==> config.mk <==
export PLATFORM = sky130hd
export DESIGN_NAME = substring_search_from_position
export DESIGN_NICKNAME = d
export VERILOG_FILES = /design/src/design/ssfp_pkg.sv /design/src/design/substring_search_from_position.sv
export SDC_FILE = /design/constraint.sdc
export NUM_CORES = 1
export LEC_CHECK = 0
export BUFFER_PORTS_ARGS = -buffer_cell sky130_fd_sc_hd__buf_2
export CORE_MARGIN = 3
export CORE_UTILIZATION = 45
export CTS_CLUSTER_DIAMETER = 40
export CTS_CLUSTER_SIZE = 24
export DETAILED_ROUTE_END_ITERATION = 16
export HOLD_SLACK_MARGIN = 0.05
export SYNTH_ARGS = -nofsm -noshare
export SYNTH_HDL_FRONTEND = slang
export SYNTH_SLANG_ARGS = --single-unit
==> constraint.sdc <==
create_clock -name i_clk -period 6.1 [get_ports i_clk]
set_input_delay 1.22 -clock i_clk [delete_from_list [all_inputs] [get_ports i_clk]]
set_output_delay 1.22 -clock i_clk [all_outputs]
set_load 0.05 [all_outputs]
==> src/design/ssfp_pkg.sv <==
// types and constants for the substring search from position block
package ssfp_pkg;

    localparam int APB_ADDR_W = 5;
    localparam int APB_DATA_W = 64;
    localparam int MATCH_END_W = 32;

    localparam logic [1:0] REG_PATTERN_BYTES  = 2'd0;
    localparam logic [1:0] REG_PATTERN_LENGTH = 2'd1;
    localparam logic [1:0] REG_START_POSITION = 2'd2;

    typedef struct packed {
        logic [7:0] text_byte;
        logic       last_byte;
    } t_in_item;

    typedef struct packed {
        logic                   found;
        logic [MATCH_END_W-1:0] match_end;
    } t_out_item;

endpackage

==> src/design/substring_search_from_position.sv <==
// top level of the substring search from position block
// Text bytes stream in one transaction per cycle while the input does not stall, the last byte of
// a string flagged. Each byte lands in an input register; from there it is shifted into a window
// of the most recent MAX_PATTERN bytes, every candidate pattern length is compared against the
// window in parallel, and the first match that starts at or after start_position is latched. On
// the flagged byte one result (found, match_end) goes from the input register to an output
// register once that is free, and the per-string state clears for the next string. Throughput is
// one byte per cycle, set by the combinational window compare; the input side only stalls while a
// result waits to be taken and the next flagged byte needs the output register. Configuration sits
// on a 64-bit APB port: pattern_bytes at 0x00, pattern_length at 0x08, start_position at 0x10;
// write only while idle.
module substring_search_from_position #(
    parameter int MAX_PATTERN   = 8,
    parameter int POSITION_BITS = 32
) (
    input  logic                           i_clk,
    input  logic                           i_rst_n,
    input  logic                           i_in_valid,
    input  ssfp_pkg::t_in_item             i_in_data,
    output logic                           o_in_stall,
    output logic                           o_out_valid,
    output ssfp_pkg::t_out_item            o_out_data,
    input  logic                           i_out_stall,
    input  logic                           psel,
    input  logic                           penable,
    input  logic                           pwrite,
    input  logic [ssfp_pkg::APB_ADDR_W-1:0] paddr,
    input  logic [ssfp_pkg::APB_DATA_W-1:0] pwdata,
    output logic [ssfp_pkg::APB_DATA_W-1:0] prdata,
    output logic                           pready
);

    localparam int CW = (POSITION_BITS > 32) ? POSITION_BITS : 32;

    logic [63:0]              r_pattern;
    logic [3:0]               r_length;
    logic [31:0]              r_start;

    logic                     r_in_valid;
    ssfp_pkg::t_in_item       r_in;

    logic [7:0]               r_win [MAX_PATTERN];
    logic [7:0]               n_win [MAX_PATTERN];
    logic [POSITION_BITS-1:0] r_count;
    logic                     r_seen;
    logic [POSITION_BITS-1:0] r_mend;

    logic                     r_out_valid;
    ssfp_pkg::t_out_item      r_out;

    logic                     cfg_we;
    logic [1:0]               cfg_idx;
    logic                     out_free;
    logic                     proc;
    logic                     in_take;
    logic [3:0]               len_eff;
    logic [POSITION_BITS-1:0] end_pos;
    logic [CW:0]              thresh;
    logic                     pos_ok;
    logic                     win_hit;
    logic                     eq;
    logic                     hit;
    logic                     found_now;
    logic [POSITION_BITS-1:0] mend_now;

    // configuration port
    assign pready  = 1'b1;
    assign cfg_idx = paddr[ssfp_pkg::APB_ADDR_W-1:3];
    assign cfg_we  = psel && penable && pwrite;

    always_comb begin
        unique case (cfg_idx)
            ssfp_pkg::REG_PATTERN_BYTES:  prdata = r_pattern;
            ssfp_pkg::REG_PATTERN_LENGTH: prdata = {60'd0, r_length};
            ssfp_pkg::REG_START_POSITION: prdata = {32'd0, r_start};
            default:                      prdata = '0;
        endcase
    end

    always_ff @(posedge i_clk) begin
        if (!i_rst_n) begin
            r_pattern <= '0;
            r_length  <= '0;
            r_start   <= '0;
        end else if (cfg_we) begin
            unique case (cfg_idx)
                ssfp_pkg::REG_PATTERN_BYTES:  r_pattern <= pwdata;
                ssfp_pkg::REG_PATTERN_LENGTH: r_length  <= pwdata[3:0];
                ssfp_pkg::REG_START_POSITION: r_start   <= pwdata[31:0];
                default: ;
            endcase
        end
    end

    // handshake
    assign out_free   = !r_out_valid || !i_out_stall;
    assign proc       = r_in_valid && (!r_in.last_byte || out_free);
    assign o_in_stall = r_in_valid && !proc;
    assign in_take    = i_in_valid && !o_in_stall;

    // window compare
    assign len_eff = (r_length > 4'(MAX_PATTERN)) ? 4'(MAX_PATTERN) : r_length;
    assign end_pos = (&r_count) ? r_count : r_count + POSITION_BITS'(1);
    assign thresh  = (CW+1)'(r_start) + (CW+1)'(len_eff);
    assign pos_ok  = ((CW+1)'(end_pos) >= thresh) && (len_eff != 4'd0);

    always_comb begin
        n_win[0] = r_in.text_byte;
        for (int k = 1; k < MAX_PATTERN; k++) begin
            n_win[k] = r_win[k-1];
        end
    end

    always_comb begin
        win_hit = 1'b0;
        eq      = 1'b1;
        for (int l = 1; l <= MAX_PATTERN; l++) begin
            eq = 1'b1;
            for (int j = 0; j < l; j++) begin
                if (n_win[l-1-j] != r_pattern[8*j +: 8]) begin
                    eq = 1'b0;
                end
            end
            if (eq && (len_eff == 4'(l))) begin
                win_hit = 1'b1;
            end
        end
    end

    assign hit       = !r_seen && pos_ok && win_hit;
    assign found_now = r_seen || hit;
    assign mend_now  = r_seen ? r_mend : (hit ? end_pos : '0);

    // input register
    always_ff @(posedge i_clk) begin
        if (!i_rst_n) begin
            r_in_valid <= 1'b0;
        end else if (in_take) begin
            r_in_valid <= 1'b1;
        end else if (proc) begin
            r_in_valid <= 1'b0;
        end
    end

    always_ff @(posedge i_clk) begin
        if (in_take) begin
            r_in <= i_in_data;
        end
    end

    // per-string state
    always_ff @(posedge i_clk) begin
        if (!i_rst_n) begin
            for (int k = 0; k < MAX_PATTERN; k++) begin
                r_win[k] <= '0;
            end
            r_count <= '0;
            r_seen  <= 1'b0;
            r_mend  <= '0;
        end else if (proc) begin
            if (r_in.last_byte) begin
                for (int k = 0; k < MAX_PATTERN; k++) begin
                    r_win[k] <= '0;
                end
                r_count <= '0;
                r_seen  <= 1'b0;
                r_mend  <= '0;
            end else begin
                r_win   <= n_win;
                r_count <= end_pos;
                if (hit) begin
                    r_seen <= 1'b1;
                    r_mend <= end_pos;
                end
            end
        end
    end

    // result register
    always_ff @(posedge i_clk) begin
        if (!i_rst_n) begin
            r_out_valid <= 1'b0;
        end else if (proc && r_in.last_byte) begin
            r_out_valid <= 1'b1;
        end else if (!i_out_stall) begin
            r_out_valid <= 1'b0;
        end
    end

    always_ff @(posedge i_clk) begin
        if (proc && r_in.last_byte) begin
            r_out.found     <= found_now;
            r_out.match_end <= ssfp_pkg::MATCH_END_W'(mend_now);
        end
    end

    assign o_out_valid = r_out_valid;
    assign o_out_data  = r_out;

    // checks
    a_stall_only_when_holding: assert property (@(posedge i_clk) disable iff (!i_rst_n)
        o_in_stall |-> r_in_valid)
        else $error("input stalled with empty input register");

    a_clear_after_last: assert property (@(posedge i_clk) disable iff (!i_rst_n)
        proc && r_in.last_byte |=> (r_count == '0) && !r_seen)
        else $error("string state not cleared after last byte");

    a_mend_within_count: assert property (@(posedge i_clk) disable iff (!i_rst_n)
        r_seen |-> (r_mend <= r_count) && (r_mend != '0))
        else $error("latched match end beyond byte count");

    a_no_found_zero_end: assert property (@(posedge i_clk) disable iff (!i_rst_n)
        r_out_valid && !r_out.found |-> (r_out.match_end == '0))
        else $error("match end nonzero without a match");

    a_no_result_overwrite: assert property (@(posedge i_clk) disable iff (!i_rst_n)
        r_out_valid && i_out_stall |-> !(proc && r_in.last_byte))
        else $error("pending result overwritten");

endmodule

==> results.yml, run 1 <==
status:
  run_status: "finished, final reports clean"
power_and_ir_drop:
  peakVddDrop_uv: 223
  leakage_nw: 7.90
  p_per_area_nw_per_um2: 238
critical_path:
  worst-path-buf-inv: 5
  data_arrival_time_of_the_worst_path_ns: 5.73
  worst_path_dominant_cell_family: "compound AO/OA/AOI/OAI gates"
  cp_cell_sequence: "nand2b_1 -> inv_1 -> ha_1 -> a21oi_1 -> o21ai_0 -> nand2_1 -> or2_2 -> nor3_1 -> buf_4 -> nand2_1 -> xor2_1 -> ha_1 -> nand4_1 -> a21oi_1 -> a2111oi_0 -> o21ai_0 -> buf_4 -> a211oi_1 -> buf_4 -> a211o_4 -> buf_4 -> o22ai_1"
  crit_type: "flop to flop"
  setup.worst_path.end_class: "flop"
  required_time_of_the_critical_path_ns: 6.39
  crit_fanout: 32
  critical_path.slowest_cell: "dfxtp_1"
  setup.worst_path.start_class: "flop"
  cpMostUsedCell: "buf_4"
  critical-path-max-stage-delay_ns: 0.63
sta:
  final_worst_path_period_share_pct: 89.3
  max_slew_margin_pct: 33.1
  timing.clock.skew_ns: 0.0331
  timing.final.setup_violations: 0
  minimum_clock_period_ns: 5.45
  whs_ns: 0.469
  tightest_slew_ns: 1.00
  fmaxAchievable_ghz: 0.184
  setup_tns_ns: 0
  unrepaired_setup_endpoints_after_global_routing: "no"
  drv_slew: 0
  final_count_of_hold_timing_violations: 0
routing:
  drt_drc_violations_left: 0
  detail_route.wirelength_um: 69100
  wl_per_cell_um: 24.9
  detailroute.via_count: 16300
  final_antenna_net_count: 0
  initial_drt_markers: 1236
  viasPerCell: 5.87
  firstDrtPassIters: 5
clocking:
  cts_max_level: 2
  postCtsSetupRepairBufs: 0
  post_cts_sizing: 0
  cts_hold_buf: 0
  clock-sinks: 265
  clock-root-buffer: "clkbuf_16"
  cts.reportedPaths.clkPinSlew_ns: 0.06
  cts.path.max_buffers: 3
  cts_tree: "built"
  numCtsBuffers: 44
  clkLatencyLatePin_ns: 0.58
global_route:
  via_count_of_the_first_global_routing_pass: 16100
  met1_usage_pct: 39.7
  number_of_antenna_violations_at_the_first_check_in_global_routing: 1
  global_route.peak_usage_layer: "met2"
  maximum_number_of_pins_on_one_net_before_global_route_repair: 137
  grt_pass1_wl_um: 103000
  grt_usage_pct: 32.8
  groute.layer.met2.usage_pct: 55.8
  groute.layer.met3.usage_pct: 5.63
  overflow: 0
cells_and_area:
  final_core_util_pct: 53.4
  final_net_count: 2355
  area_growth_pct: 16.0
  drive_gt1_share_pct: 15.7
  antenna_cells: 0
die:
  number_of_placement_rows: 71
  initial_core_util_pct: 46.0
  ios: 185
  design.core.area_um2: 38000
  area_of_the_die_um2: 41300
  die_width_um: 203
  y_dimension_of_the_die_um: 203
logic_synthesis:
  syn_area_per_cell_um2: 8.20
  seq_area_frac_synth_pct: 32.7
  synth.distinct_cells: 62
  ys_top_cells_by_area: "dfxtp_1, xnor2_1, edfxtp_1"
  synth_largest_area_cell: "dfxtp_1"
  post-synth-top-count-cell: "nand2_1"
  yosysTopAreaCellShare_pct: 25.5
  synth-edff-count: 42
  number_of_storage_elements_in_the_synthesis_netlist: 265
  asyncSetResetFlopFracSynth_pct: 0
  synth_cells: 2134
  post_synth_instance_area_um2: 17500
  synth_common_cells: "nand2_1, dfxtp_1, xnor2_1"
  yosysWarningCount: 0
  dominantRegCellSynth: "dfxtp_1"
  syn-num-nets: 2257
flow_run:
  max-cap-violations: 0
placement:
  port_buffers: 180
  globalplace.congestion: 1.07
  detailedPlacementHpwl_um: 49900
min_path:
  timing.hold.worst.class: "flop to flop"
## kinds of logic (layout without fill, tap and decap cells)
group,count (synthesis),after routing,share of synthesized area (%)
flops,265,265,32.7
other cells,1,1,0.0214
xor+xnor,317,317,15.9
simple gates,882,882,26.1
mux,37,37,2.12
fa+ha+maj,38,38,2.76
buf+inv,266,398,6.14
compound gates,328,328,14.4
## worst reg2reg max path: stages, from the launching register on
cell       delay (ns)
dfxtp_1          0.63
nand2b_1         0.26
inv_1            0.06
ha_1             0.32
a21oi_1          0.10
o21ai_0          0.36
nand2_1          0.20
or2_2            0.36
nor3_1           0.19
buf_4            0.17
nand2_1          0.06
xor2_1           0.14
ha_1             0.31
nand4_1          0.20
a21oi_1          0.09
a2111oi_0        0.42
o21ai_0          0.14
buf_4            0.16
a211oi_1         0.20
buf_4            0.18
a211o_4          0.12
buf_4            0.35
o22ai_1          0.14
## stage by stage
step | std cells | total power [mW] | setup WS [ns] | area, um2
after detailed placement | 2697 | 2.26 | 0.610 | 18800
after floorplan | 2134 | 2.11 | 1.31 | 17500
after CTS | 2777 | 4.87 | 0.585 | 20300
after global routing | 2777 | 4.98 | 0.196 | 20300
final | 2777 | 4.83 | 0.655 | 20300
after global placement | 2697 | 2.26 | 0.696 | 18800
## worst paths after layout
| check | to | cells after the start | slack, ns | startpoint |
|---|---|---|---|---|
| setup / recovery | o_out_data[0]$_DFFE_PP_ | 22 | 0.65 | r_length[3]$_SDFFE_PN0P_ |
| hold / removal | r_pattern[10]$_SDFFE_PN0P_ | 2 | 0.47 | r_pattern[10]$_SDFFE_PN0P_ |
| setup reg to reg | o_out_data[0]$_DFFE_PP_ | 22 | 0.65 | r_length[3]$_SDFFE_PN0P_ |
| hold reg to reg | r_pattern[10]$_SDFFE_PN0P_ | 2 | 0.47 | r_pattern[10]$_SDFFE_PN0P_ |
## where the power goes
group	internal [mW]	switching (mW)	leakage, nW
sequential	1.79	0.0441	2.20
clock	1.62	0.985	0.765
combinational	0.141	0.249	4.94
total	3.55	1.28	7.90
## final cells by class
cell class	instances	area, um2
Timing Repair Buffer	234	1350
Clock inverter	31	409
Clock buffer	49	1150
Sequential cell	265	5730
Fill cell	3689	17700
Inverter	84	315
Multi-Input combinational cell	1603	10700
Tap cell	511	639
## routing by layer
metal,up-vias,routed length (um)
li1,7594,-
met3,240,4670
met2,707,32800
met5,-,0
met1,7758,27400
met4,0,4210
## sequential cells by signal, summed over array words and instances, names as in the netlist
register / flops
o_out_valid: 1
r_start: 32
r_in_valid: 1
r_mend: 32
r_in: 1
r_pattern: 64
n_win: 64
o_out_data: 33
r_length: 4
r_count: 32
r_seen: 1
## placed cells by master, fill, tap and decap left out, drive strengths merged, types with 60 or more instances in the layout
cell,instances
nand3,99
inv,97
nand2b,60
xor2,138
buf,234
xnor2,179
nand2,307
nor4,60
o22ai,60
nor2,60
a21boi,156
nand4,120
dfxtp,223
No activity file was read; power rests on OpenSTA's default activity.
==> inputs of run 2 (changes only) <==
--- a/config.mk
+++ b/config.mk
@@ -12,6 +12,8 @@
 export CTS_CLUSTER_SIZE = 24
 export DETAILED_ROUTE_END_ITERATION = 16
 export HOLD_SLACK_MARGIN = 0.05
+export PLACE_DENSITY = 0.66
+export RECOVER_POWER = 25
 export SYNTH_ARGS = -nofsm -noshare
 export SYNTH_HDL_FRONTEND = slang
 export SYNTH_SLANG_ARGS = --single-unit
==> constraint.sdc (replaced) <==
create_clock -name i_clk -period 5 [get_ports i_clk]
set_input_delay 0.5 -clock i_clk [delete_from_list [all_inputs] [get_ports i_clk]]
set_output_delay 0.5 -clock i_clk [all_outputs]
set_load 0.05 [all_outputs]
==> results.yml, run 2 (synthesis gave the netlist of run 1 again) <==
critical_path:
  reg2regPathDepth: 24
  worst_path_dominant_cell_family: "compound AO/OA/AOI/OAI gates"
  data_arrival_time_of_the_worst_path_ns: 5.20
  cpMostUsedCell: "buf_4"
  critical-path-max-stage-delay_ns: 0.39
  worst-path-buf-inv: 6
  crit_fanout: 8
  worstSetupPathDepth: 24
  setup.worst_path.end_class: "flop"
  crit_type: "flop to flop"
  setup.worst_path.start_class: "flop"
  critical_path.slowest_cell: "fa_1"
  cp_cell_sequence: "nor2b_2 -> ha_2 -> inv_1 -> fa_1 -> nor2b_1 -> o21ai_0 -> a2111oi_2 -> buf_4 -> nor2b_4 -> nand3_1 -> xor2_1 -> ha_1 -> nand4_1 -> a21oi_1 -> a2111oi_2 -> o21ai_0 -> buf_4 -> a211oi_1 -> buf_4 -> a211o_4 -> a31oi_4 -> buf_12 -> clkbuf_16 -> o22ai_2"
  required_time_of_the_critical_path_ns: 5.44
clocking:
  cts_tree: "built"
  cts_max_level: 2
  cts_hold_buf: 0
  cts.reportedPaths.clkPinSlew_ns: 0.06
  numCtsBuffers: 42
  clock-sinks: 265
  cts.path.max_buffers: 3
  clkLatencyLatePin_ns: 0.57
  clock-root-buffer: "clkbuf_16"
sta:
  max_slew_margin_pct: -110
  timing.clock.skew_ns: 0.0185
  minimum_clock_period_ns: 4.75
  final_worst_path_period_share_pct: 95.1
  final_count_of_hold_timing_violations: 0
  fmaxAchievable_ghz: 0.210
  timing.final.setup_violations: 0
  setup_tns_ns: 0
  tightest_slew_ns: 3.15
  drv_slew: 140
min_path:
  number_of_stages_on_the_worst_hold_path: 1
  timing.hold.worst.class: "input port to flop"
power_and_ir_drop:
  seq_power_share_pct: 39.7
  p_per_area_nw_per_um2: 276
  p_switching_mw: 1.54
  power.total_mw: 5.66
  peakVddDrop_uv: 215
  power.combinational.fraction_pct: 8.7
  leakage_nw: 7.95
  power.internal_mw: 4.12
  clock_power_share_pct: 51.6
  power.share.switching_pct: 27.2
die:
  design.core.area_um2: 38000
  die_width_um: 203
  y_dimension_of_the_die_um: 203
  ios: 185
  initial_core_util_pct: 46.0
  area_of_the_die_um2: 41300
  number_of_placement_rows: 71
routing:
  wl_per_cell_um: 24.7
  initial_drt_markers: 1240
  detailroute.via_count: 16800
  final_antenna_net_count: 0
  firstDrtPassIters: 6
  viasPerCell: 5.98
  detail_route.wirelength_um: 69500
  drt_drc_violations_left: 0
placement:
  globalplace.congestion: 1.03
  port_buffers: 180
  postPlaceCellArea_um2: 19000
  detailedPlacementHpwl_um: 49900
cells_and_area:
  mostFrequentLayoutCells: "nand2_1, dfxtp_1, xnor2_1, a21boi_0, buf_2"
  antenna_cells: 0
  drive_gt1_share_pct: 15.6
  nFillCells: 3587
  layout_commonest_cell: "nand2_1"
  fin_area_um2: 20500
  final_net_count: 2394
  area_growth_pct: 17.1
  final_core_util_pct: 53.9
status:
  run_status: "finished, violations left"
  failed_checks: "max-capacitance violations, max-slew violations"
global_route:
  via_count_of_the_first_global_routing_pass: 16500
  number_of_antenna_violations_at_the_first_check_in_global_routing: 1
  grt_usage_pct: 32.6
  overflow: 0
  maximum_number_of_pins_on_one_net_before_global_route_repair: 71
  grt_pass1_wl_um: 102000
flow_run:
  max-cap-violations: 3
[run 2: worst paths after layout]
path | from | to | slack, ns
worst max register to register | r_length[0]$_SDFFE_PN0P_ | r_mend[22]$_SDFFE_PN0P_ | 0.25
worst max-delay path | r_length[0]$_SDFFE_PN0P_ | r_mend[22]$_SDFFE_PN0P_ | 0.25
worst min-delay path | i_in_data[0] | r_in[0]$_DFFE_PP_ | 0.11
worst min register to register | n_win[7]$_SDFFE_PN0P_ | n_win[7]$_SDFFE_PN0P_ | 0.47
[run 2: area by class of cell]
| class | count | area, um2 | share of cell area (%) |
|---|---|---|---|
| Tap cell | 511 | 639 | 3.12 |
| Sequential cell | 265 | 5730 | 27.9 |
| Clock buffer | 50 | 1150 | 5.63 |
| Clock inverter | 26 | 260 | 1.27 |
| Timing Repair Buffer | 275 | 1650 | 8.07 |
| Inverter | 84 | 315 | 1.54 |
| Multi-Input combinational cell | 1603 | 10800 | 52.5 |
[run 2: power groups by stage]
stage / logic [mW] / clock network [mW] / registers, mW
finish: 0.494 / 2.92 / 2.25
global route: 0.527 / 3.05 / 2.25
CTS: 0.472 / 2.96 / 2.24
detailed placement: 0.470 / 0 / 2.29
global placement: 0.470 / 0 / 2.29
floorplan: 0.310 / 0 / 2.27
[run 2: routing by layer]
layer  global-route usage [%]  vias to the layer above  part of all wire [%]
met3                     6.50                      270                   8.0
met4                     17.2                        2                   6.2
met1                     39.9                     7996                    40
met5                        0                        -                 0.019
met2                     54.3                      880                    46
li1                         -                     7671                     -
[run 2: timing repair]
item | in CTS | in global routing
pin swaps | 0 | 4
gates cloned | 0 | 3
endpoints found under the setup margin | 1 | 66
resized for setup | 1 | 12
buffers inserted | 0 | 1
[run 2: through the flow]
stage / worst slack (ns) / std cells / hold slack, ns
after global placement: 0.0709 / 2734 / 0.463
after floorplan: 0.208 / 2134 / 0.444
after detailed placement: 0.00403 / 2734 / 0.471
after global routing: -0.00442 / 2814 / 0.0900
after CTS: 0.0134 / 2810 / 0.0835
final: 0.247 / 2814 / 0.107
